[src/rtl/hmm_pkg.sv]
// ----------------------------------------------------------------------------
// hmm_pkg
// shared types and constants of the hash multimap
// ----------------------------------------------------------------------------
`default_nettype none
package hmm_pkg;
    localparam int ENTRIES_DEF = 64;
    localparam int BUCKETS_DEF = 101;
    localparam int DATA_W      = 32;
    localparam int TOTAL_W     = 7;

    typedef enum logic [2:0] {
        CMD_ADD    = 3'd0,
        CMD_LOOKUP = 3'd1,
        CMD_REMOVE = 3'd2,
        CMD_MOST   = 3'd3,
        CMD_COUNT  = 3'd4
    } t_cmd;

    typedef enum logic [1:0] {
        ST_OK        = 2'd0,
        ST_NOT_FOUND = 2'd1,
        ST_EMPTY     = 2'd2,
        ST_FULL      = 2'd3
    } t_status;

    typedef struct packed {
        logic [DATA_W-1:0] key;
        logic [DATA_W-1:0] value;
        logic [DATA_W-1:0] pstamp;
        logic [DATA_W-1:0] nstamp;
    } t_slot;

    typedef enum logic [4:0] {
        S_IDLE, S_ADD_RD, S_ADD_EV, S_ADD_WR,
        S_LK_RD, S_LK_EV, S_LK_END,
        S_RM_RD, S_RM_EV, S_RM_END,
        S_MF_RDI, S_MF_LATI, S_MF_RDJ, S_MF_EVJ, S_MF_DIV, S_MF_CMP, S_MF_END,
        S_OUT
    } t_state;
endpackage
`default_nettype wire

[src/rtl/hmm_mod.sv]
// ----------------------------------------------------------------------------
// hmm_mod
// remainder of a 32-bit magnitude by the bucket count, one byte per cycle
// ----------------------------------------------------------------------------
`default_nettype none
module hmm_mod #(
    parameter int BUCKETS = hmm_pkg::BUCKETS_DEF,
    localparam int BW = $clog2(BUCKETS + 1)
) (
    input  wire logic                       i_clk,
    input  wire logic                       i_rst_n,
    input  wire logic                       i_start,
    input  wire logic [hmm_pkg::DATA_W-1:0] i_mag,
    output logic                            o_busy,
    output logic [BW-1:0]                   o_rem
);
    // partial remainder with the next byte appended, quotient by reciprocal
    localparam int TW = BW + 8;
    localparam int SH = 2 * BW + 9;
    localparam int RW = SH + 1;
    localparam int PW = TW + RW;
    localparam logic [RW-1:0] RECIP =
        RW'(((64'd1 << SH) + 64'(BUCKETS) - 64'd1) / 64'(BUCKETS));

    logic [hmm_pkg::DATA_W-1:0] r_sh;
    logic [1:0]                 r_cnt;
    logic [TW-1:0]              part;
    logic [PW-1:0]              prod;
    logic [7:0]                 quot;
    logic [TW-1:0]              rem_nx;

    assign part   = {o_rem, r_sh[hmm_pkg::DATA_W-1 -: 8]};
    assign prod   = PW'(part) * PW'(RECIP);
    assign quot   = prod[SH +: 8];
    assign rem_nx = part - TW'(quot) * TW'(BUCKETS);

    always_ff @(posedge i_clk) begin
        if (!i_rst_n) begin
            o_busy <= 1'b0;
        end else if (i_start) begin
            o_busy <= 1'b1;
            r_cnt  <= '0;
            r_sh   <= i_mag;
            o_rem  <= '0;
        end else if (o_busy) begin
            r_sh  <= {r_sh[hmm_pkg::DATA_W-9:0], 8'h00};
            r_cnt <= r_cnt + 1'b1;
            o_rem <= rem_nx[BW-1:0];
            if (r_cnt == 2'd3) o_busy <= 1'b0;
        end
    end
endmodule
`default_nettype wire

[config.mk]
export PLATFORM = sky130hd
export DESIGN_NAME = hmm_mod
export DESIGN_NICKNAME = d
export VERILOG_FILES = /design/src/rtl/hmm_pkg.sv /design/src/rtl/hmm_mod.sv
export SDC_FILE = /design/constraint.sdc
export NUM_CORES = 1
export LEC_CHECK = 0
export BUFFER_PORTS_ARGS = -buffer_cell sky130_fd_sc_hd__clkbuf_2
export CORE_AREA = 4 4 118 120
export CTS_BUF_LIST = sky130_fd_sc_hd__clkbuf_8
export DETAILED_ROUTE_END_ITERATION = 8
export DIE_AREA = 0 0 122 124
export GPL_ROUTABILITY_DRIVEN = 0
export PLACE_DENSITY = 0.57
export SYNTH_ARGS = -nofsm -noshare
export SYNTH_HDL_FRONTEND = slang
export SYNTH_SLANG_ARGS = --single-unit
[constraint.sdc]
create_clock -name i_clk -period 20.6 [get_ports i_clk]
set_input_delay 4.12 -clock i_clk [delete_from_list [all_inputs] [get_ports i_clk]]
set_output_delay 4.12 -clock i_clk [all_outputs]
set_load 0.02 [all_outputs]
# Word-level counts from Yosys, hierarchy flattened
# Cells that the tools add are included.
[totals]
regBits = 42
word_cells = 18
[classes]
add_sub_neg = 2
mul = 2
eq_ne = 1
muxes = 7
reduce_logical = 2
[op_table]
columns = ["operator", "count"]
rows = [
  ["2-to-1 mux 32 bit", 2],
  ["multiplier 15 x 13 -> 27 bit, second input constant", 1],
  ["multiplier 8 x 7 -> 7 bit, second input constant", 1],
  ["2-to-1 mux 7 bit", 1],
  ["subtractor 7 bit", 1],
  ["2-to-1 mux 1 bit", 3],
  ["adder 2 x 1 -> 2 bit, second input constant", 1],
  ["== test 2 bit, second input constant", 1],
  ["2-to-1 mux 2 bit", 1],
  ["AND reduction 2 bit", 1],
  ["nonzero test 2 bit", 1],
]

# Logic depth before layout (Yosys ltp)
[depth]
depth_word = 4
depth_mapped = 29
mapped_depth_nobuf = 29

# Worst setup path after synthesis
# Ideal clock, no wire load.
[synth_timing]
kind = "flip-flop to flip-flop"
start = "register o_rem[2]"
end = "register o_rem[6] (data pin)"
setup_time_ps = 254
arrival_time_ps = 6804
t_required_ps = 20346
path_slack_ps = 13542
path_stages_with_launch = 30
synth_period_minus_slack_ps = 7058
path_cell_list = "edfxtp_1 > ha_1 > inv_1 > fa_1 > inv_1 > ha_1 > fa_1 > inv_1 > fa_1 > inv_1 > ha_1 > a21o_1 > a21o_1 > a2111oi_2 > o31ai_1 > a221oi_2 > xnor2_1 > ha_1 > xnor2_1 > xnor2_1 > fa_1 > fa_1 > nor2b_1 > nor3b_1 > o21ai_0 > xnor2_1 > xnor2_1 > xnor2_1 > xnor2_1 > nor2_1"
[synth_between]
elab_chain_len = 4
[synth_rtl]
columns = ["item", "line_no", "source"]
rows = [
  ["from (decl)", "hmm_mod.sv:15", "output logic [BW-1:0] o_rem"],
  ["from (signal assigned)", "hmm_mod.sv:48", "o_rem <= rem_nx[BW-1:0];"],
  ["multiplier 15 x 13 -> 27 bit", "hmm_mod.sv:33", "assign prod = PW'(part) * PW'(RECIP);"],
  ["multiplier 8 x 7 -> 7 bit", "hmm_mod.sv:35", "assign rem_nx = part - TW'(quot) * TW'(BUCKETS);"],
  ["subtractor 7 bit", "hmm_mod.sv:35", ""],
  ["2-to-1 mux 7 bit", "hmm_mod.sv:45", "end else if (o_busy) begin"],
]
# No other way between the ends. The select of a mux whose other input is x is not followed.
# A chain may end at the register's enable or synchronous reset.

# Worst setup path after layout
# Same ends and word-level chain as after synthesis.

==> metrics.csv <==
metric,value,unit
initial_core_util,39.2,%
firstDrtPassIters,4,
synth_nets,661,
min_from,r_sh[8]$_DFFE_PP_,
grt_overflow,0,
yosysUniqueCellTypes,40,
final_cell_mix,"inv_1, ha_1, fa_1, clkbuf_2, edfxtp_1",
crit_top_cell,xnor2_1,
clock_path_buffers,2,
max_cap_viol_count,0,
slew_viol_final,0,
worstPathMaxFanout,7,
syn_avg_cell_area,11.0,um2
clock_skew,0.00439,ns
dpl_cell_area,0.00549,mm2
clkTransAtPathRegs,0.08,ns
setup_viol,0,
dp_slack,13.00,ns
run_status,"finished, final reports clean",
wl_per_cell,13.6,um
cts_tree,yes,
tightestPinTransition,0.976,ns
critical_path.endpoint_type,register,
yosys_warnings,0,
place_hpwl,7860,um
crit_slowest_cell,edfxtp_1,
io_pins,43,
tns,0,ns
max_stage_delay,0.58,ns
first_iter_violations,73,
crit_type,register to register,
fmax,0.131,GHz
hold_depth,1,
min_period,7.61,ns
multiInputGateArea,0.00335,mm2
drive_gt1_share,16.3,%
vias,3170,
fillers,1282,
min_to,r_sh[16]$_DFFE_PP_,
finalWirelength,9300,um
layout.cells.non_filler,684,
mostFrequentLayoutCell,inv_1,
postCtsResizedCells,0,
syn2layout_area_growth,9.84,%
rsz0062_at_grt,no,
ff_latch_area,0.00125,mm2
final_antenna_net_count,0,
grt_pass1_wl,16300,um
cp.required,20.62,ns
cp.arrival,7.63,ns
fin_ws,12.99,ns
tritoncts.num_buffers,5,
r2r-end,o_rem[6]$_SDFFCE_PP0P_,
start_kind,register,
grt_usage,13.5,%
dieArea,0.0151,mm2
timing.rr.start,o_rem[2]$_SDFFCE_PP0P_,
rrSetupSlack,12.99,ns
hold_viol_final,0,
post-cts-setup-buffers,0,
syn-instance-count,463,
cp-startpoint,o_rem[2]$_SDFFCE_PP0P_,
cts_hold_buf,0,
async_reset_ff_share,0,%
die_h,124,um
synth_area,0.00509,mm2
r2r_cells,29,
nets,705,
min_period_over_period,37.0,%
routed_via_density,4.63,
grt_pass1_vias,3407,
slew_headroom,34.9,%
synth_flop_cell,edfxtp_1,
stdcell_area,0.00559,mm2
fp.coreArea,0.0130,mm2
dp.cells,676,
die_w,122,um
num_rows,42,
yosysSeqAreaShare,24.6,%
htreeDepth,2,
grt_max_degree,44,
drc_errors,0,
hold_path.class,register to register,
root_buffer,clkbuf_8,
clock_sinks,42,
synth_edf_count,41,
numPortBuffers,42,
num_antenna_cells,0,
antenna_found_initial,0,
ys_ff_latch,42,
clock_latency,0.29,ns
-- Yosys cell counts, types with 2 or more instances --
library cell,count,area (um2)
nor3_1,4,20.0
edfxtp_1,41,1230
nor2b_1,5,31.3
mux2_2,24,270
nand3_1,4,20.0
and2_1,8,50.1
nand2_1,7,26.3
ha_1,121,1510
a21boi_0,2,15.0
inv_1,124,465
a21oi_1,13,65.1
o21ai_0,4,20.0
a21o_1,4,30.0
xnor2_1,19,166
xor2_1,5,43.8
and3_1,2,12.5
nor2_1,9,33.8
fa_1,42,841
clkbuf_1,3,11.3
buf_4,2,15.0
-- sequential cells by signal (all words and copies together) (netlist names) --
name    cells
r_sh       32
o_rem       7
r_cnt       2
o_busy      1
-- per-layer routing --
| metal | global-route usage, % | part of all wire (%) |
|---|---|---|
| met1 | 17.6 | 47 |
| met2 | 23.5 | 48 |
| met3 | 2.00 | 2.9 |
| met4 | 3.71 | 1.9 |
| met5 | 0 | 0 |
-- logic make-up (layout without fill, tap and decap cells) --
kind of cell    count (synthesis)  count (layout)  share of synthesized area (%)
xor+xnor                       24              24                           4.13
fa+ha+maj                     163             163                           46.3
compound gates                 35              35                           5.02
buf+inv                       129             174                           9.66
mux                            25              25                           5.51
simple gates                   45              45                           4.82
flops                          42              42                           24.6
-- stage by stage --
step	utilization, %	hold slack (ns)
after floorplan	-	0.525
after global placement	42.3	0.532
after detailed placement	42.3	0.534
after CTS	43.1	0.556
after global routing	43.1	0.572
final	43.1	0.552
-- layout make-up --
class / count / share of cell area, %
Multi-Input combinational cell: 292 / 59.9
Timing Repair Buffer: 42 / 3.76
Inverter: 124 / 8.33
Sequential cell: 42 / 22.4
Clock buffer: 6 / 1.48
Tap cell: 176 / 3.94
Clock inverter: 2 / 0.224
-- worst max-delay path: cells and delay by family (launching register included) --
family / cells / cell delay (ns)
AOI/OAI and AO/OA: 6 / 1.30
xor gates and xnor gates: 7 / 1.29
adders and majority gates: 9 / 3.66
buffers and inverters: 4 / 0.19
DFF: 1 / 0.58
and+or+nand+nor: 3 / 0.32
-- how the worst max path moves through the flow --
stage          cells after the start                     end  slack, ns
6_report                          29  o_rem[6]$_SDFFCE_PP0P_      12.99
5_1_grt                           29  o_rem[6]$_SDFFCE_PP0P_      12.59
4_1_cts                           29  o_rem[6]$_SDFFCE_PP0P_      12.98
3_5_place_dp                      29  o_rem[6]$_SDFFCE_PP0P_      13.00
3_3_place_gp                      29  o_rem[6]$_SDFFCE_PP0P_      12.98
2_1_floorplan                     29  o_rem[6]$_SDFFCE_PP0P_      13.54
Power is left out: the tool's default activity adds up to more than one toggle a clock period on the data nets, which glitch-free logic cannot reach.
